### src/hw/rtl/lsdde_pkg.sv
// Shared constants, types and helpers for the load step detect and decay estimate block.
`default_nettype none

package lsdde_pkg;

   // History ring
   localparam int HISTORY_DEPTH = 64;
   localparam int HIST_AW       = $clog2(HISTORY_DEPTH);
   localparam int HIST_CW       = $clog2(HISTORY_DEPTH + 1);

   // Field widths
   localparam int TIME_W = 32;
   localparam int LOAD_W = 16;
   localparam int CSR_W  = 16;
   localparam int CSR_IW = 2;

   // Register reset values
   localparam logic [CSR_W-1:0] STEP_THRESHOLD_RST = CSR_W'(200);
   localparam logic [CSR_W-1:0] MAX_HISTORY_RST    = CSR_W'(60 * 60);
   localparam logic [CSR_W-1:0] MIN_HOLD_RST       = CSR_W'(2 * 60);

   // Register indexes
   localparam logic [CSR_IW-1:0] CSR_STEP_THRESHOLD = CSR_IW'(0);
   localparam logic [CSR_IW-1:0] CSR_MAX_HISTORY    = CSR_IW'(1);
   localparam logic [CSR_IW-1:0] CSR_MIN_HOLD       = CSR_IW'(2);

   // Command codes
   localparam logic CMD_READING = 1'b0;
   localparam logic CMD_QUERY   = 1'b1;

   // Serial divider sizing: 32-bit dividend, 16-bit divisor
   localparam int DIVIDEND_W = 2 * LOAD_W;
   localparam int DIV_CNT_W  = $clog2(DIVIDEND_W + 1);

   // Readings held before a step is judged
   localparam int RECENT_DEPTH = 3;

   // Step detector result
   typedef struct packed {
      logic              added;
      logic [LOAD_W-1:0] value;
      logic [TIME_W-1:0] time_s;
   } det_type;

   // Step a ring slot back by one, wrapping at the bottom
   function automatic logic [HIST_AW-1:0] slot_dec(input logic [HIST_AW-1:0] p);
      logic [HIST_AW-1:0] r;
      if (p == '0) begin
         r = HIST_AW'(HISTORY_DEPTH - 1);
      end else begin
         r = p - 1'b1;
      end
      return r;
   endfunction

   // Step a ring slot forward by one, wrapping at the top
   function automatic logic [HIST_AW-1:0] slot_inc(input logic [HIST_AW-1:0] p);
      logic [HIST_AW-1:0] r;
      if (p == HIST_AW'(HISTORY_DEPTH - 1)) begin
         r = '0;
      end else begin
         r = p + 1'b1;
      end
      return r;
   endfunction

endpackage

`default_nettype wire

### src/hw/rtl/lsdde_detect.sv
// Last three readings and the heavy-load step check.
`default_nettype none

module lsdde_detect (
   input  wire logic                            clock,
   input  wire logic                            reset,
   input  wire logic                            shift,
   input  wire logic [lsdde_pkg::TIME_W-1:0]    time_s,
   input  wire logic [lsdde_pkg::LOAD_W-1:0]    load_w,
   input  wire logic                            heavy_on,
   input  wire logic [lsdde_pkg::CSR_W-1:0]     threshold,
   output lsdde_pkg::det_type                   det
);

   logic [lsdde_pkg::LOAD_W-1:0] load_ff  [lsdde_pkg::RECENT_DEPTH];
   logic [lsdde_pkg::LOAD_W-1:0] load_in  [lsdde_pkg::RECENT_DEPTH];
   logic                         heavy_ff [lsdde_pkg::RECENT_DEPTH];
   logic                         heavy_in [lsdde_pkg::RECENT_DEPTH];
   logic [lsdde_pkg::TIME_W-1:0] time_ff  [lsdde_pkg::RECENT_DEPTH];
   logic [lsdde_pkg::TIME_W-1:0] time_in  [lsdde_pkg::RECENT_DEPTH];
   logic [1:0]                   cnt_ff, cnt_in;

   logic signed [lsdde_pkg::LOAD_W+1:0] d1, d2, th, neg_th, chosen;
   logic                                up, down, take1, take2;

   // Advance the three-reading window
   always_comb begin
      load_in  = load_ff;
      heavy_in = heavy_ff;
      time_in  = time_ff;
      cnt_in   = cnt_ff;
      if (shift) begin
         for (int i = 0; i < lsdde_pkg::RECENT_DEPTH - 1; i++) begin
            load_in[i]  = load_ff[i+1];
            heavy_in[i] = heavy_ff[i+1];
            time_in[i]  = time_ff[i+1];
         end
         load_in[lsdde_pkg::RECENT_DEPTH-1]  = load_w;
         heavy_in[lsdde_pkg::RECENT_DEPTH-1] = heavy_on;
         time_in[lsdde_pkg::RECENT_DEPTH-1]  = time_s;
         if (cnt_ff != 2'(lsdde_pkg::RECENT_DEPTH)) begin
            cnt_in = cnt_ff + 1'b1;
         end
      end
   end

   always_ff @(posedge clock) begin
      if (reset) begin
         for (int i = 0; i < lsdde_pkg::RECENT_DEPTH; i++) begin
            load_ff[i]  <= '0;
            heavy_ff[i] <= 1'b0;
            time_ff[i]  <= '0;
         end
         cnt_ff <= '0;
      end else begin
         load_ff  <= load_in;
         heavy_ff <= heavy_in;
         time_ff  <= time_in;
         cnt_ff   <= cnt_in;
      end
   end

   // Judge the step: no lag first, then one-sample lag
   assign d1     = $signed({2'b00, load_ff[1]}) - $signed({2'b00, load_ff[0]});
   assign d2     = $signed({2'b00, load_ff[2]}) - $signed({2'b00, load_ff[0]});
   assign th     = $signed({2'b00, threshold});
   assign neg_th = -th;
   assign up     = !heavy_ff[0] && heavy_ff[1];
   assign down   = heavy_ff[0] && !heavy_ff[1];
   assign take1  = (up && (d1 > th)) || (down && (d1 < neg_th));
   assign take2  = (up && (d2 > th)) || (down && (d2 < neg_th));
   assign chosen = take1 ? d1 : d2;

   always_comb begin
      det.added  = (cnt_ff == 2'(lsdde_pkg::RECENT_DEPTH)) && (take1 || take2);
      det.value  = chosen[lsdde_pkg::LOAD_W+1] ? lsdde_pkg::LOAD_W'(-chosen)
                                               : chosen[lsdde_pkg::LOAD_W-1:0];
      det.time_s = time_ff[1];
   end

endmodule

`default_nettype wire

### config.mk
export PLATFORM = sky130hd
export DESIGN_NAME = lsdde_detect
export DESIGN_NICKNAME = d
export VERILOG_FILES = /design/src/hw/rtl/lsdde_pkg.sv /design/src/hw/rtl/lsdde_detect.sv
export SDC_FILE = /design/constraint.sdc
export NUM_CORES = 1
export LEC_CHECK = 0
export ABC_AREA = 0
export BUFFER_PORTS_ARGS = -buffer_cell sky130_fd_sc_hd__buf_4
export CAP_MARGIN = 20
export CORE_MARGIN = 4
export CORE_UTILIZATION = 45
export DETAILED_ROUTE_END_ITERATION = 10
export PLACE_DENSITY = 0.64
export SYNTH_ARGS = -nofsm -noshare
export SYNTH_HDL_FRONTEND = slang
export SYNTH_SLANG_ARGS = --single-unit
### constraint.sdc
create_clock -name clock -period 18.9 [get_ports clock]
set_input_delay 3.78 -clock clock [delete_from_list [all_inputs] [get_ports clock]]
set_output_delay 3.78 -clock clock [all_outputs]
set_load 0.005 [all_outputs]
Word-level counts from Yosys, hierarchy flattened
Cells that the tools add are included.
W data, S select, Z words.
Word-level totals
  bits in writable memories: 0
  logic and storage cells: 35
  input bits: 68
  register bits: 117
  latch bits: 0
  memories kept: 0
  bits in read-only memories: 0
  output and inout bits: 49
Operators by class
  reductions and logical operators: 13
  equality and inequality tests: 2
  magnitude comparators: 4
  mux-type cells: 2
  div/mod/pow operators: 0
  bitwise logic cells: 0
  add/sub/neg operators: 5
  shift-type cells: 0
  $mul: 0
Operators by type and width (number)
  $lt A17 B18 Y1: 2
  $gt A17 B17 Y1: 2
  $sub A16 B16 Y17: 2
  $mux W18: 1
  $neg A16 Y18: 1
  $mux W16: 1
  $neg A16 Y16: 1
  $logic_and A1 B1 Y1: 7
  $logic_or A1 B1 Y1: 3
  $add A2 B1 Y2 const B: 1
  $eq A2 B2 Y1 const B: 1
  $logic_not A1 Y1: 2
  $ne A2 B2 Y1 const B: 1
  $reduce_and A2 Y1: 1

Depth between registers and ports, before layout
  depth in word-level cells: 7
  mapped depth: 29
  mapped depth without buffers: 27

Worst setup path after synthesis
OpenSTA, ideal clock, no wires.
  path kind: input port to output port
  start point: input port threshold[2] (netlist bit)
  end point: output port det[46] (netlist bit)
  cell stages on the path: 25
  path buffers: 2
  path slack: 6.368 ns
  arrival: 8.752 ns
  required time: 15.120 ns
  cell sequence: nor2_1 nand3_1 nor4_1 nand2_1 nor4_1 nand2_1 xnor2_1 ha_1 a21o_1 a211oi_1 nand3_1 o21ai_0 a22o_1 clkbuf_1 nor2_1 clkbuf_1 mux2i_1 inv_1 ha_1 nand2_1 or4_1 or4_1 a222oi_1 a21oi_1 xnor2_1
RTL lines
  start: declaration: RTL line lsdde_detect.sv:11  | input wire logic [lsdde_pkg::CSR_W-1:0] threshold,
  end: declaration: RTL line lsdde_detect.sv:12  | output lsdde_pkg::det_type det

==> summary.txt <==
Hold path
  • Hold wc startpoint: load_ff[38]$_SDFFE_PP0P_
  • Hold Path Cell Cnt: 2
  • Hold/Removal Path Class: flop to flop
  • End point of the most critical hold path: load_ff[38]$_SDFFE_PP0P_

Run
  • Number of max-capacitance violations reported: 0

Synthesis
  • Top_reg_cell synth: dfxtp_1
  • Netlist area before placement: 8390 µm²
  • Number of warnings printed during yosys synthesis: 0
  • Net Count, Synth: 1137
  • Number of register bits inferred by synthesis: 117
  • Post-synth ARST share: 0%
  • Average size of a mapped cell: 8.68 µm²
  • Number of flops mapped to enable cells by yosys: 0
  • Distinct cell type count after synthesis: 63
  • Sequential share of the synthesized area: 27.9%
  • Number of standard cells after synthesis: 966

GRT
  • Met2 usage: 28.6%
  • GRT overflow: 0
  • Global Route met1 Usage: 26.1%
  • Wire length of the first global-routing pass: 31800 µm
  • Largest net degree at the start of global routing: 80
  • Most used routing layer in global routing: met2
  • GR met3 Demand/Resource: 4.70%
  • Antenna violations before repair: 0
  • Overall fraction of global-route tracks in use: 18.8%
  • Via count of the first global-routing pass: 6588

Drt
  • Via-per-instance ratio: 5.28
  • Number of DRC markers in iteration 0: 337
  • Routed vias: 6766
  • Post-DRT Antenna Nets: 0
  • Overall routed net length: 19300 µm
  • Detailed-route DRC error count: 0
  • Routed wirelength normalized by instance count: 15.1 µm
  • Initial DRT Pass Iterations: 5

CTS
  • CTS sink count: 117
  • Clock slew at the register clock pins of the worst setup and hold paths: 0.05 ns
  • Post-CTS setup buffer count: 0
  • H-tree levels: 4
  • Clock buffers created by TritonCTS: 17
  • Count of cells resized by post-cts repair: 0
  • CTS root buffer: clkbuf_16
  • Clock latency on the worst-skew pair: 0.41 ns
  • CTS tree: built
  • Max Root-Sink Buffers: 2
  • Number of buffers added to fix hold violations after cts: 0

Cells and area
  • Multi-input logic area: 5500 µm²
  • Number of filler instances in the final layout: 1713
  • Number of antenna cells inserted: 0
  • Seq. cell area: 2340 µm²
  • Number of nets in the layout: 1211
  • Area growth from synthesis to final layout: 17.1%
  • Ratio of cells with drive above 1 in the final layout: 15.9%
  • Post-route cell area: 9830 µm²

Worst setup path
  • Worst reg2reg path startpoint: cnt_ff[0]$_SDFFE_PP0P_
  • Highest fanout seen on the critical path: 25
  • Count of cells along the worst register-to-register path: 4
  • Setup CP Type: input port to primary output
  • Critical Path Sink Type: primary output
  • Buffer and inverter count on the worst path: 3
  • Kind of launch point of the worst setup path: input port
  • Endpoint of the lowest-slack register-to-register path: cnt_ff[1]$_SDFFE_PP0P_
  • Crit path required time: 15.12 ns
  • Crit path launch: threshold[2]
  • Crit path largest cell delay: 0.50 ns
  • Endpoint arrival time on the critical path: 9.75 ns
  • Slowest cell on the critical path: nor4_1
  • Kind of cell adding the most delay to the critical path: simple AND/OR/NAND/NOR gates
  • Worst R2R Setup Slack: 17.71 ns

STA
  • Endpoints failing hold: 0
  • RSZ-0062 raised after global routing: no
  • Max-Slew Margin vs Limit: 36.3%
  • Total Neg Setup Slack: 0 ns
  • Final period util: 71.6%
  • Post-route clock skew: 0.00711 ns
  • Min cycle time layout: 13.53 ns
  • Least-Margin Pin Slew: 0.955 ns
  • Total count of max-transition violations in the final report: 0
  • Final count of negative-setup-slack endpoints: 0
  • Fmax: 0.0739 GHz
  • Hold_ws: 0.487 ns

Floorplanning
  • Number of rows created at floorplan: 49
  • Die footprint: 20900 µm²
  • Horizontal die dimension: 145 µm
  • Die Height: 145 µm
  • Initial cell density of the core: 46.2%
  • Top-level I/O count: 117
  • Area of the core: 18100 µm²

Power and ir drop
  • Power share of the combinational group: 33.5%
  • Cell internal power dissipation: 0.595 mW
  • Leakage dissipation: 4.66 nW
  • Power per standard cell area: 90.8 nW/µm²
  • Relative contribution of sequential cells to total power: 29.7%
  • Sw power: 0.298 mW
  • Clock network power share: 36.8%
  • Worst voltage drop across the vdd grid: 0.0522 mV
  • Switching Fraction: 33.4%
  • Total design power: 0.893 mW

Placement
  • Placer's final routability congestion estimate: 0.849
  • Area after detailed placement: 9220 µm²
  • Number of input and output port buffers inserted: 116
  • Detail Placement HPWL: 15000 µm

Outcome
  • Status: finished, final reports clean
-- power by group through the flow --
stage	Sequential (mW)	Clock, mW	Combinational (mW)
2_1_floorplan	0.268	0	0.200
3_3_place_gp	0.270	0	0.294
3_5_place_dp	0.270	0	0.296
4_1_cts	0.265	0.338	0.298
5_1_grt	0.266	0.348	0.333
6_report	0.265	0.329	0.299
-- kinds of logic after synthesis --
kind of cell               share of synthesized area, %
and+or+nand+nor                                    16.3
buffers and inverters                              6.61
xor gates and xnor gates                           5.86
muxes                                              15.8
AOI/OAI and AO/OA                                  12.0
DFF                                                27.9
adders and majority gates                          15.5
-- layer usage --
metal	share of wire, %	vias up	routed length [µm]
met1	49	3053	9560
met3	5.5	21	1070
met5	0	-	0
met2	43	136	8290
met4	2.2	0	416
li1	-	3556	-
-- stage by stage --
| stage | setup WS, ns | std cells | utilization (%) |
|---|---|---|---|
| after CTS | 5.39 | 1282 | 54.1 |
| after floorplan | 6.37 | 966 | - |
| final | 5.37 | 1282 | 54.1 |
| after global placement | 5.57 | 1250 | 50.8 |
| after global routing | 4.71 | 1282 | 54.1 |
| after detailed placement | 5.41 | 1250 | 50.8 |
-- worst register-to-register path, delay by kind of cell (launching register included) --
kind	cells	cell delay [ns]
mux	1	0.23
fa+ha+maj	1	0.23
flops	1	0.32
simple gates	2	0.27
-- state kept, by name, indices dropped and copies added, names as in the netlist --
register	flops
det	32
heavy_ff	3
time_ff	32
cnt_ff	2
load_ff	48
-- synth_stat cells (all sizes together) (2+ instances only) --
cell type,n,area [µm²]
nor2b,13,81.3
a31oi,8,50.1
o22ai,4,25.0
nor4,11,68.8
mux2i,129,1290
mux2,3,33.8
a21oi,46,230
a21o,15,113
inv,50,188
a2111oi,2,17.5
or4b,2,23.8
nand2,24,90.1
o2111ai,2,17.5
a211oi,11,82.6
o21ai,36,180
ha,101,1260
nor3,11,55.1
nor2,147,552
a21boi,2,15.0
o21a,9,67.6
and2,4,27.5
or4,7,52.6
o21bai,4,30.0
o31ai,2,15.0
o211ai,3,22.5
nand2b,9,56.3
nand3,21,105
or2,3,18.8
xnor2,40,350
clkbuf,23,86.3
and3,6,37.5
buf,42,280
nor3b,3,22.5
nand3b,5,37.5
xor2,14,141
or3,9,56.3
a311oi,2,17.5
dfxtp,117,2340
nand4,6,37.5
fa,2,40.0
-- cell type report --
type / count / area share (%)
multi-input combinational: 734 / 55.9
clock inverter: 15 / 1.87
inverter: 50 / 1.91
sequential: 117 / 23.8
clock buffer: 17 / 4.33
tap: 229 / 2.92
timing repair buffer: 120 / 9.21
-- cells in the final DEF (no fill, tap or decap), types with 3 or more instances in the layout --
master and instances:
nand2b_1 9, and2_1 3, or3_1 9, mux2_2 3, a211oi_1 11, buf_4 119
o21bai_1 4, o22ai_1 4, a21oi_1 46, mux2i_1 129, a31oi_1 8, dfxtp_1 117
nand2_1 24, clkbuf_16 17, nor3b_1 3, ha_1 101, nor2b_1 13, o21a_1 9
nand4_1 6, o21ai_0 36, and3_1 6, nor3_1 11, xor2_1 13, a21o_1 15
or2_2 3, inv_6 5, nor2_1 146, inv_1 50, xnor2_1 40, nor4_1 11
or4_1 7, inv_8 5, nand3_1 21, nand3b_1 5, o211ai_1 3
-- worst max-delay path by stage --
stage,cells past startpoint,endpoint,slack [ns]
2_1_floorplan,25,det[46],6.37
3_3_place_gp,25,det[46],5.57
3_5_place_dp,25,det[46],5.41
4_1_cts,25,det[46],5.39
5_1_grt,25,det[46],4.71
6_report,25,det[46],5.37
(Power assumes the default switching activity.)
