<file path="src/hw/rtl/lsdde_pkg.sv">
// Shared constants, types and helpers for the load step detect and decay estimate block.
`default_nettype none

package lsdde_pkg;

   // History ring
   localparam int HISTORY_DEPTH = 64;
   localparam int HIST_AW       = $clog2(HISTORY_DEPTH);
   localparam int HIST_CW       = $clog2(HISTORY_DEPTH + 1);

   // Field widths
   localparam int TIME_W = 32;
   localparam int LOAD_W = 16;
   localparam int CSR_W  = 16;
   localparam int CSR_IW = 2;

   // Register reset values
   localparam logic [CSR_W-1:0] STEP_THRESHOLD_RST = CSR_W'(200);
   localparam logic [CSR_W-1:0] MAX_HISTORY_RST    = CSR_W'(60 * 60);
   localparam logic [CSR_W-1:0] MIN_HOLD_RST       = CSR_W'(2 * 60);

   // Register indexes
   localparam logic [CSR_IW-1:0] CSR_STEP_THRESHOLD = CSR_IW'(0);
   localparam logic [CSR_IW-1:0] CSR_MAX_HISTORY    = CSR_IW'(1);
   localparam logic [CSR_IW-1:0] CSR_MIN_HOLD       = CSR_IW'(2);

   // Command codes
   localparam logic CMD_READING = 1'b0;
   localparam logic CMD_QUERY   = 1'b1;

   // Serial divider sizing: 32-bit dividend, 16-bit divisor
   localparam int DIVIDEND_W = 2 * LOAD_W;
   localparam int DIV_CNT_W  = $clog2(DIVIDEND_W + 1);

   // Readings held before a step is judged
   localparam int RECENT_DEPTH = 3;

   // Step detector result
   typedef struct packed {
      logic              added;
      logic [LOAD_W-1:0] value;
      logic [TIME_W-1:0] time_s;
   } det_type;

   // Step a ring slot back by one, wrapping at the bottom
   function automatic logic [HIST_AW-1:0] slot_dec(input logic [HIST_AW-1:0] p);
      logic [HIST_AW-1:0] r;
      if (p == '0) begin
         r = HIST_AW'(HISTORY_DEPTH - 1);
      end else begin
         r = p - 1'b1;
      end
      return r;
   endfunction

   // Step a ring slot forward by one, wrapping at the top
   function automatic logic [HIST_AW-1:0] slot_inc(input logic [HIST_AW-1:0] p);
      logic [HIST_AW-1:0] r;
      if (p == HIST_AW'(HISTORY_DEPTH - 1)) begin
         r = '0;
      end else begin
         r = p + 1'b1;
      end
      return r;
   endfunction

endpackage

`default_nettype wire

</file>
<file path="src/hw/rtl/lsdde_div.sv">
// Restoring serial divider, one quotient bit per cycle.
`default_nettype none

module lsdde_div (
   input  wire logic                               clock,
   input  wire logic                               reset,
   input  wire logic                               start,
   input  wire logic [lsdde_pkg::DIVIDEND_W-1:0]   dividend,
   input  wire logic [lsdde_pkg::LOAD_W-1:0]       divisor,
   output logic                                    done,
   output logic [lsdde_pkg::LOAD_W-1:0]            quotient
);

   logic                                busy_ff, busy_in;
   logic                                done_ff, done_in;
   logic [lsdde_pkg::DIV_CNT_W-1:0]     cnt_ff, cnt_in;
   logic [lsdde_pkg::LOAD_W-1:0]        rem_ff, rem_in;
   logic [lsdde_pkg::DIVIDEND_W-1:0]    quo_ff, quo_in;
   logic [lsdde_pkg::LOAD_W-1:0]        dsr_ff, dsr_in;
   logic [lsdde_pkg::LOAD_W:0]          trial;
   logic [lsdde_pkg::LOAD_W:0]          diff;
   logic                                fits;

   // Shift in the next dividend bit and try the subtract
   assign trial = {rem_ff, quo_ff[lsdde_pkg::DIVIDEND_W-1]};
   assign diff  = trial - {1'b0, dsr_ff};
   assign fits  = trial >= {1'b0, dsr_ff};

   always_comb begin
      busy_in = busy_ff;
      done_in = 1'b0;
      cnt_in  = cnt_ff;
      rem_in  = rem_ff;
      quo_in  = quo_ff;
      dsr_in  = dsr_ff;
      if (start) begin
         busy_in = 1'b1;
         cnt_in  = '0;
         rem_in  = '0;
         quo_in  = dividend;
         dsr_in  = divisor;
      end else if (busy_ff) begin
         rem_in = fits ? diff[lsdde_pkg::LOAD_W-1:0] : trial[lsdde_pkg::LOAD_W-1:0];
         quo_in = {quo_ff[lsdde_pkg::DIVIDEND_W-2:0], fits};
         cnt_in = cnt_ff + 1'b1;
         if (cnt_ff == lsdde_pkg::DIV_CNT_W'(lsdde_pkg::DIVIDEND_W - 1)) begin
            busy_in = 1'b0;
            done_in = 1'b1;
         end
      end
   end

   always_ff @(posedge clock) begin
      if (reset) begin
         busy_ff <= 1'b0;
         done_ff <= 1'b0;
         cnt_ff  <= '0;
      end else begin
         busy_ff <= busy_in;
         done_ff <= done_in;
         cnt_ff  <= cnt_in;
      end
      rem_ff <= rem_in;
      quo_ff <= quo_in;
      dsr_ff <= dsr_in;
   end

   assign done     = done_ff;
   assign quotient = quo_ff[lsdde_pkg::LOAD_W-1:0];

endmodule

`default_nettype wire

</file>
<file path="config.mk">
export PLATFORM = sky130hd
export DESIGN_NAME = lsdde_div
export DESIGN_NICKNAME = d
export VERILOG_FILES = /design/src/hw/rtl/lsdde_pkg.sv /design/src/hw/rtl/lsdde_div.sv
export SDC_FILE = /design/constraint.sdc
export NUM_CORES = 1
export LEC_CHECK = 0
export BUFFER_PORTS_ARGS = -buffer_cell sky130_fd_sc_hd__buf_4
export CAP_MARGIN = 20
export CELL_PAD_IN_SITES_DETAIL_PLACEMENT = 0
export CELL_PAD_IN_SITES_GLOBAL_PLACEMENT = 1
export CORE_MARGIN = 2
export CORE_UTILIZATION = 44
export CTS_CLUSTER_SIZE = 20
export DETAILED_ROUTE_END_ITERATION = 10
export PLACE_DENSITY_LB_ADDON = 0.25
export SLEW_MARGIN = 20
export SYNTH_ARGS = -nofsm -noshare
export SYNTH_HDL_FRONTEND = slang
export SYNTH_SLANG_ARGS = --single-unit
</file>
<file path="constraint.sdc">
create_clock -name clock -period 2.3 [get_ports clock]
set_input_delay 0.46 -clock clock [delete_from_list [all_inputs] [get_ports clock]]
set_output_delay 0.46 -clock clock [all_outputs]
set_load 0.01 [all_outputs]
</file>
# Word-level counts from Yosys, hierarchy flattened
# Index checks and enable logic that the tools add are counted.
# classes
n_addsub	2
mul	0
n_div	0
n_lt_le_gt_ge	1
eq_ne	1
shifts	0
mux	7
bitwise_logic	1
reduce_logical	3
# ops
cell	count
32-bit two-way mux	2
17-bit by 16-bit >= comparator with 1-bit output	1
16-bit two-way mux	1
16-bit subtractor	1
6-bit by 1-bit adder with 6-bit output, second input constant	1
6-bit by 5-bit == test with 1-bit output, second input constant	1
1-bit two-way mux	4
3-bit OR reduction	1
2-bit nonzero test	1
2-bit OR reduction	1
1-bit NOT	1
# word_totals
ff_bits	72
latchBits	0
mem_bits_rw	0
mem_bits_ro	0
input_bits	51
out_inout_bits	17
word_cells	21
n_memories	0

# Logic depth before layout (Yosys ltp)
# Gate-level depths: netlist of the first run.
# logic_depth
word_depth	4
ltp_mapped	10

# Least setup slack after synthesis of the first run
# No wires, ideal clock.
# synth_path
kind	register to register
start	register quo_ff[31] (netlist bit)
end	register rem_ff[12] (netlist bit)
setup_ns	0.087
arrival_time_ns	2.037
path_slack_ns	0.176
stages_incl_launch_ff	10
path_buffers	0
synth_period_minus_slack_ns	2.124
path_cell_list	edfxtp_1 > inv_1 > ha_1 > fa_1 > nand2b_1 > a21oi_1 > a21oi_1 > a2111oi_0 > a311oi_1 > o31ai_1
# synth_via
elab_chain_cells	2
# synth_rtl
item	line	source
from (decl)	lsdde_div.sv:18	logic [lsdde_pkg::DIVIDEND_W-1:0] quo_ff, quo_in;
from (signal assigned)	lsdde_div.sv:64	quo_ff <= quo_in;
16-bit subtractor / 17-bit by 16-bit >= comparator with 1-bit output (equally long branches)	lsdde_div.sv:26, lsdde_div.sv:27	
16-bit two-way mux *	lsdde_div.sv:43	rem_in = fits ? diff[lsdde_pkg::LOAD_W-1:0] : trial[lsdde_pkg::LOAD_W-1:0];
to (signal assigned)	lsdde_div.sv:63	rem_ff <= rem_in;
to (decl)	lsdde_div.sv:17	logic [lsdde_pkg::LOAD_W-1:0] rem_ff, rem_in;
# Every way passes the cells marked *; elsewhere a longest branch is shown, timed or not.
# A chain may end at the register's enable or synchronous reset.

# Worst setup path after layout of the first run
# layout_path
start	register dsr_ff[14] (netlist bit)
end	register rem_ff[6] (netlist bit)
# layout_via
elab_chain_cells	2
# layout_rtl
item	line	source
from (decl)	lsdde_div.sv:19	logic [lsdde_pkg::LOAD_W-1:0] dsr_ff, dsr_in;
from (signal assigned)	lsdde_div.sv:65	dsr_ff <= dsr_in;
17-bit by 16-bit >= comparator with 1-bit output	lsdde_div.sv:27	assign fits = trial >= {1'b0, dsr_ff};
16-bit two-way mux	lsdde_div.sv:43	
# Every way passes these cells.

==> results.md, run 1 <==
- The run finished with clean final reports.
- Summed over all instances, the cell type with the most area after synthesis is edfxtp_1.
- The static leakage is 2.09 nW.
- Power comes to 0.00340 W.
- The required time of the worst setup path is 2530 ps.
- Multiplexer cells account for 9.32% of the synthesized area.
- The worst hold slack after final layout is 270 ps.
- The worst hold path begins at reset.
- After synthesis, the cell types taking the most area are edfxtp_1 (36%), dfxtp_1 (12%), mux2_2 (8.8%).
- The worst setup path category is flip-flop to flip-flop.
- The final net count is 525.
- For the finished layout, the period the worst path requires is 2200 ps.
- The area enclosed by the die boundary is 0.00977 mm².
- The clock skew after layout is 12.2 ps.
- The number of global-route vias before repair is 3017.
- The number of design-rule violations left by the first detailed-router iteration is 143.
- The part of the Yosys area used for sequential elements is 48.5%.
- The top achievable clock speed is 0.455 GHz.
- The synthesized netlist devotes 5.88% of its cell area to adder and majority cells.
- The initial antenna violation count is 0.
- The worst slew slack as a fraction of its limit is 68.8%.
- At the worst endpoint, the arrival time is 2430 ps.
- Leaving out fill and tap cells, the most frequent cells in the layout are buf_4 (96), edfxtp_1 (48), nor2_1 (33).
- After Yosys synthesis, and, or, nand and nor cells account for 13.0% of the synthesized area.
- The cell depth of the worst flop-to-flop path is 9.
- After layout, the worst path uses 95.7% of the clock period.
- After synthesis, the largest family of logic cells by area is compound AO/OA/AOI/OAI gates.
- TritonCTS built the clock tree.
- The total half-perimeter wirelength after legalization and detailed placement is 6.01 mm.
- The source-to-sink clock delay at the later pin of the worst-skew pair is 340 ps.
- The slowest library cell on the worst path is edfxtp_1.
- The tightest min-delay check is of the input port to flip-flop type.
- The number of placed cells counting well taps is 549.
- No sink is reached through more buffers than the 2 on the longest clock path.
- The max capacitance violation total is 0.
- The vertical die dimension is 98.9 µm.
- Setup repair after global routing could not meet its margin everywhere.
- The fraction of synthesized cell area in xor and xnor cells is 2.88%.
- The mean number of vias per cell is 5.35.
- The total DRC errors in the routed layout is 0.
- The total negative slack is 0 ps.
- The area share of the largest cell type after synthesis is 36.4%.
- 0 antenna diodes ended up in the layout.
- For hold timing, the worst endpoint is busy_ff.
- The most common cell after layout, fill and taps aside is buf_4.
- The endpoint identified for the worst register-to-register timing path is rem_ff[6].
- The number of nets in the synthesized netlist is 444.
- The total of buffers placed on input and output ports is 67.
- The most critical setup path has its startpoint at dsr_ff[14].
- The clock root buffer master is clkbuf_8.
- The worst setup path is captured at a flip-flop.
- The number of enable-type register cells in the synthesized netlist is 48.
- Traced cell by cell, the critical path runs through inv_1 -> ha_4 -> a21o_1 -> a211oi_2 -> nand2_2 -> o31a_1 -> buf_6 -> or3_1 -> o211a_1.
- The total count of max-transition violations in the final report came to 0.
- For this configuration, the core starts out at a cell density of 45.4%.
- The first global-routing pass estimated 13.7 mm of wire.
- In this run, post-CTS hold repair placed 0 buffers.
- The number of endpoints with negative hold slack in the final report is 0.
- The startpoint class of the critical path is a flip-flop.
- The number of buffers created by CTS is 9.
- The H-tree was split into 3 levels.
- Setup violations remaining at the end of the flow were counted as 0.
- Excluding fillers, the count of instances in the completed layout stands at 568.
- The Yosys warning count is 0.
- After synthesis the netlist holds a flip-flop and latch count of 72.
- The proportion of register bits with asynchronous set or reset after synthesis is 0%.
- The pre-antenna-repair detailed-routing pass consisted of 4 iterations.
- In this run the cell area of the synthesized design comes to 0.00396 mm².
- The filler cell count is 752.
- The total routing resource utilization after global routing is 17.5%.
- The total number of clock tree sinks is 72.
- Detailed routing inserted a total of 3041 vias.
- The number of buffers and inverters on the critical path is 2.
- The final global-route overflow total is 0.
- The synthesized netlist devotes 13.5% of its cell area to compound gates.
- The area inside the core boundary is 0.00872 mm².
- Counting distinct cell types in the post-synthesis netlist gives 51.
- The cell count after synthesis came out at 375.
- In this run the critical register-to-register path is launched from dsr_ff[14].
- The routability congestion estimate from global placement is 0.897.
- At the pin with the least slew margin, the transition time is 469 ps.
- The area added between synthesis and finish is 28.1%.
- The post-detailed-routing wire length is 8.43 mm.
- The average instance area after synthesis is 10.6 µm².
- The width of the die is 98.9 µm.
- The worst-case IR drop observed on VDD is 0.366 mV.
- The post-detailed-route count of antenna-violating nets is 0.
- The most used flip-flop cell after synthesis is edfxtp_1.
- The wire length per cell is 14.8 µm.
- Power spread over the standard cell area amounts to 670 mW/mm².
- The maximum number of pins on one net before global-route repair is 38.
- The cell count of the worst hold path is 2.
- For this run, the slowest stage of the critical path takes 360 ps.
- The number of standard-cell rows in the floorplan is 34.
- The family with the most delay on the worst path is compound AO/OA/AOI/OAI gates.
- The fraction of final layout cells with drive strength greater than 1 is 39.6%.
- For flop-to-flop paths, the worst setup slack is 100 ps.
- The maximum fanout count along the critical path is 7.
- The CTS clock-pin slew for the worst setup and hold paths is 80 ps.
- The number of top-level pins is 68.
[what timing repair did]
action                                 4_1_cts  5_1_grt
resized for setup                            0       37
setup endpoints to repair                    0       16
endpoints found under the hold margin        0        0
buffers inserted                             0        2
[registers in the layout (all words and copies together) (netlist names)]
register and count:
busy_ff 1, cnt_ff 6, done 1, dsr_ff 16, quo_ff 32, rem_ff 16
[routing by layer]
layer  wire, µm  vias up  global-route usage, %
li1           -     1503                      -
met1       3780     1449                   21.8
met2       3990       77                   28.1
met3        530       12                   5.39
met4        134        0                   7.59
met5          0        -                      0
[stage by stage]
stage | setup slack [ps] | util, % | cell area [µm²]
6_report | 100 | 58.1 | 5070
5_1_grt | -65.1 | 58.1 | 5070
4_1_cts | 15.1 | 55.8 | 4860
3_5_place_dp | 30.6 | 53.5 | 4660
3_3_place_gp | 61.4 | 53.5 | 4660
2_1_floorplan | 176 | - | 3960
[how the worst max path moves through the flow]
stage / to / slack (ps) / depth (start not counted)
detailed placement: rem_ff[1] / 30 / 9
global route: rem_ff[12] / -70 / 10
finish: rem_ff[6] / 100 / 9
floorplan: rem_ff[12] / 180 / 9
CTS: rem_ff[6] / 20 / 9
global placement: rem_ff[12] / 60 / 10
[synthesized netlist by cell type (all sizes together), types with 9 or more instances]
master	number
o21ai	9
buf	22
inv	20
a311oi	9
nor2	34
ha	17
mux2	31
clkbuf	10
a21o	9
nand2	34
xnor2	9
dfxtp	24
a21oi	24
edfxtp	48
[final cells by class]
type	count	area (µm²)	area share, %
clock inverter	5	73.8	1.46
clock buffer	10	128	2.52
sequential	72	1920	37.9
tap	108	135	2.67
timing repair buffer	102	811	16.0
inverter	20	75.1	1.48
multi-input combinational	251	1930	38.0
[logic make-up (layout without fill, tap and decap cells)]
family / after synthesis / count (layout)
AOI/OAI and AO/OA: 78 / 78
xor gates and xnor gates: 13 / 13
adders and majority gates: 18 / 18
buffers and inverters: 52 / 137
DFF: 72 / 72
muxes: 33 / 33
and+or+nand+nor: 109 / 109
[power breakdown]
part / leakage [nW] / internal (W) / total, W / switching [W]
clock network: 0.104 / 0.000598 / 0.00107 / 0.000468
logic: 1.31 / 0.000403 / 0.000773 / 0.000370
registers: 0.675 / 0.00150 / 0.00156 / 0.0000554
total: 2.09 / 0.00250 / 0.00340 / 0.000894
[worst register-to-register path, delay by kind of cell, from the launching register on]
family	cells	cell delay (ps)
flip-flops	1	360
AO/OA/AOI/OAI	4	880
adder cells (fa/ha/maj)	1	200
buffers and inverters	2	240
AND/OR/NAND/NOR	2	410
Power figures use the tool's default switching activity.
==> run 2: changes to the inputs <==
--- a/config.mk
+++ b/config.mk
@@ -11,6 +11,7 @@
 export CELL_PAD_IN_SITES_GLOBAL_PLACEMENT = 1
 export CORE_MARGIN = 2
 export CORE_UTILIZATION = 44
+export CTS_BUF_LIST = sky130_fd_sc_hd__clkbuf_16
 export CTS_CLUSTER_SIZE = 20
 export DETAILED_ROUTE_END_ITERATION = 10
 export PLACE_DENSITY_LB_ADDON = 0.25
==> results.md, run 2 (synthesis results as in run 1) <==
- The final global-route overflow total was 0 (unchanged).
- The number of standard-cell rows in the floorplan was 34 (unchanged).
- Clock tree synthesis selected as its root buffer the cell clkbuf_16.
- The final net count is 525 (unchanged).
- The slew at the pin with the worst max-slew slack is 465 ps (-3.25 ps).
- The class of the most critical hold timing path is input port to flip-flop.
- The count of hold buffers inserted by post-cts repair came to 0 (unchanged).
- The number of design-rule violations left by the first detailed-router iteration is 126 (-12%).
- The number of global-route vias before repair is 3004 (-0.43%).
- The total number of H-tree levels came to 3 (unchanged).
- The worst setup slack after layout came to 57.0 ps (-43.0 ps).
- The vertical die dimension is 98.9 µm (unchanged).
- In the final layout, the registers with the most flip-flops are quo_ff: 32 flops, dsr_ff: 16 flops, rem_ff: 16 flops.
- The area of placed instances is 0.00466 mm² (unchanged).
- The cell-internal power was 0.00284 W (+13%).
- The area inside the core boundary came to 0.00872 mm² (unchanged).
- The library cell used most frequently in the layout, excluding fill and tap cells, is buf_4.
- The maximum clock insertion buffer count is 2 (unchanged).
- The number of buffers created by CTS is 9 (unchanged).
- The worst setup path category is flip-flop to flip-flop.
- The post-detailed-route count of antenna-violating nets is 0 (unchanged).
- The mean number of vias per cell was 5.32 (-0.72%).
- The share of total power in combinational logic is 20.3% (-2.4 points).
- The wire length per cell is 14.9 µm (+0.58%).
- The total power consumption of the routed design is 0.00378 W (+11%).
- The worst slew slack as a fraction of its limit is 69.0% (+0.22 points).
- The reported net switching power is 0.000946 W (+5.8%).
- The top cell types in the final layout, fill and taps aside, are buf_4 (97), edfxtp_1 (48), nand2_1 (34).
- The power share of the clock group is 38.4% (+7.0 points).
- The top achievable clock speed is 0.446 GHz (-1.9%).
- The total of buffers placed on input and output ports came to 67 (unchanged).
- The routability congestion estimate from global placement is 0.897 (unchanged).
- The clock skew after layout came to 7.84 ps (-4.38 ps).
- The CTS clock-pin slew for the worst setup and hold paths is 60 ps (-20 ps).
- The maximum fanout count along the critical path came to 7 (unchanged).
- The source-to-sink clock delay at the later pin of the worst-skew pair is 330 ps (about the same).
- The max capacitance violation total is 0 (unchanged).
- The static leakage is 2.14 nW (+2.3%).
- The post-placement worst setup slack is 30.6 ps (unchanged).
- The global-route wire length before repair came to 13.8 mm (+0.50%).
- The total DRC errors in the routed layout is 0 (unchanged).
- The initial antenna violation count came to 0 (unchanged).
- The required time of the worst setup path came to 2510 ps (-20 ps).
- The total half-perimeter wirelength after legalization and detailed placement came to 6.01 mm (unchanged).
- The total routing resource utilization after global routing is 17.5% (+0.030 points).
- The width of the die was 98.9 µm (unchanged).
- The data arrival time of the critical path came to 2450 ps (+20 ps).
- The antenna diode count is 0 (unchanged).
- The total number of clock tree sinks came to 72 (unchanged).
- The fraction of final layout cells with drive strength greater than 1 is 38.0% (-1.5 points).
- The portion of the clock cycle consumed by the worst path in the final layout came to 97.5% (+1.9 points).
- The total negative slack is 0 ps (unchanged).
- The power density normalized to cell area is 735 mW/mm² (+9.6%).
- The portion of total power attributed to sequential cells came to 41.3% (-4.6 points).
- The post-detailed-routing wire length is 8.48 mm (+0.58%).
- The area enclosed by the die boundary is 0.00977 mm² (unchanged).
- The utilization of the core after routing is 59.0% (+0.89 points).
- The via count is 3019 (-0.72%).
- The CTS tree is done.
- The number of top-level pins is 68 (unchanged).
- The post-route standard cell area excluding fillers is 0.00515 mm² (+1.5%).
- The count of endpoints failing setup in the final report was 0 (unchanged).
- The flow ran to the end, and the final reports show no timing, DRC or antenna violations.
- STA classifies the critical path startpoint as a flip-flop.
- The number of endpoints with negative hold slack in the final report is 0 (unchanged).
- The switching share of total power is 25.0% (-1.3 points).
- The worst voltage drop across the vdd grid is 0.516 mV (+41%).
- The flip-flop count of the largest register, all copies and words added came to 32 (unchanged).
- The number of optimization iterations in the first detailed-route pass came to 4 (unchanged).
- The initial standard-cell utilization of the core is 45.4% (unchanged).
- STA classifies the critical path endpoint as a flip-flop.
- The area growth from synthesis to layout is 30.0%.
- The register with the most flip-flops is quo_ff.
- The maximum number of pins on one net before global-route repair was 38 (unchanged).
- The final critical path time including I/O delays and setup came to 2240 ps (+43.0 ps).
- The total count of max-transition violations in the final report is 0 (unchanged).
- Setup repair after global routing could not meet its margin everywhere.
[run 2: power groups by stage]
| stage | Combinational (W) | Sequential (W) | Clock, W |
|---|---|---|---|
| 3_3_place_gp | 0.000693 | 0.00158 | 0 |
| 2_1_floorplan | 0.000479 | 0.00156 | 0 |
| 4_1_cts | 0.000704 | 0.00156 | 0.00148 |
| 6_report | 0.000766 | 0.00156 | 0.00145 |
| 5_1_grt | 0.000846 | 0.00157 | 0.00153 |
| 3_5_place_dp | 0.000700 | 0.00158 | 0 |
[run 2: area by class of cell]
type	count	area [µm²]
clock inverter	6	77.6
multi-input combinational	251	1910
inverter	20	75.1
fill	743	3570
sequential	72	1920
timing repair buffer	102	807
tap	108	135
clock buffer	9	225
[run 2: per-layer routing]
metal	track usage [%]	vias to the layer above	part of all wire (%)
met3	6.24	11	6.5
met4	5.90	0	1.2
met1	21.8	1427	44
met2	28.4	81	48
met5	0	-	0
li1	-	1500	-
[run 2: path summary, 6_finish.rpt]
path	startpoint	to	slack (ps)	cells past startpoint
hold / removal	reset	busy_ff	290	2
setup / recovery	dsr_ff[10]	rem_ff[6]	60	9
setup reg to reg	dsr_ff[10]	rem_ff[6]	60	9
hold reg to reg	cnt_ff[5]	cnt_ff[5]	500	2
[run 2: repair_timing]
item | CTS | global route
endpoints found under the setup margin | 0 | 16
resized for setup | 0 | 30
hold endpoints to repair | 0 | 0
setup buffers | 0 | 2
[run 2: stage by stage]
step / hold slack [ps] / std cells
floorplan: 459 / 375
global placement: 467 / 549
detailed placement: 493 / 549
CTS: 280 / 564
global route: 285 / 568
finish: 290 / 568
[run 2: critical path: stages, from the launching register on]
cell	delay, ps
edfxtp_1	370
inv_1	70
ha_1	260
a21o_1	220
a211oi_2	180
nor2_2	80
o31a_1	320
buf_4	170
or3_1	320
o211a_1	140
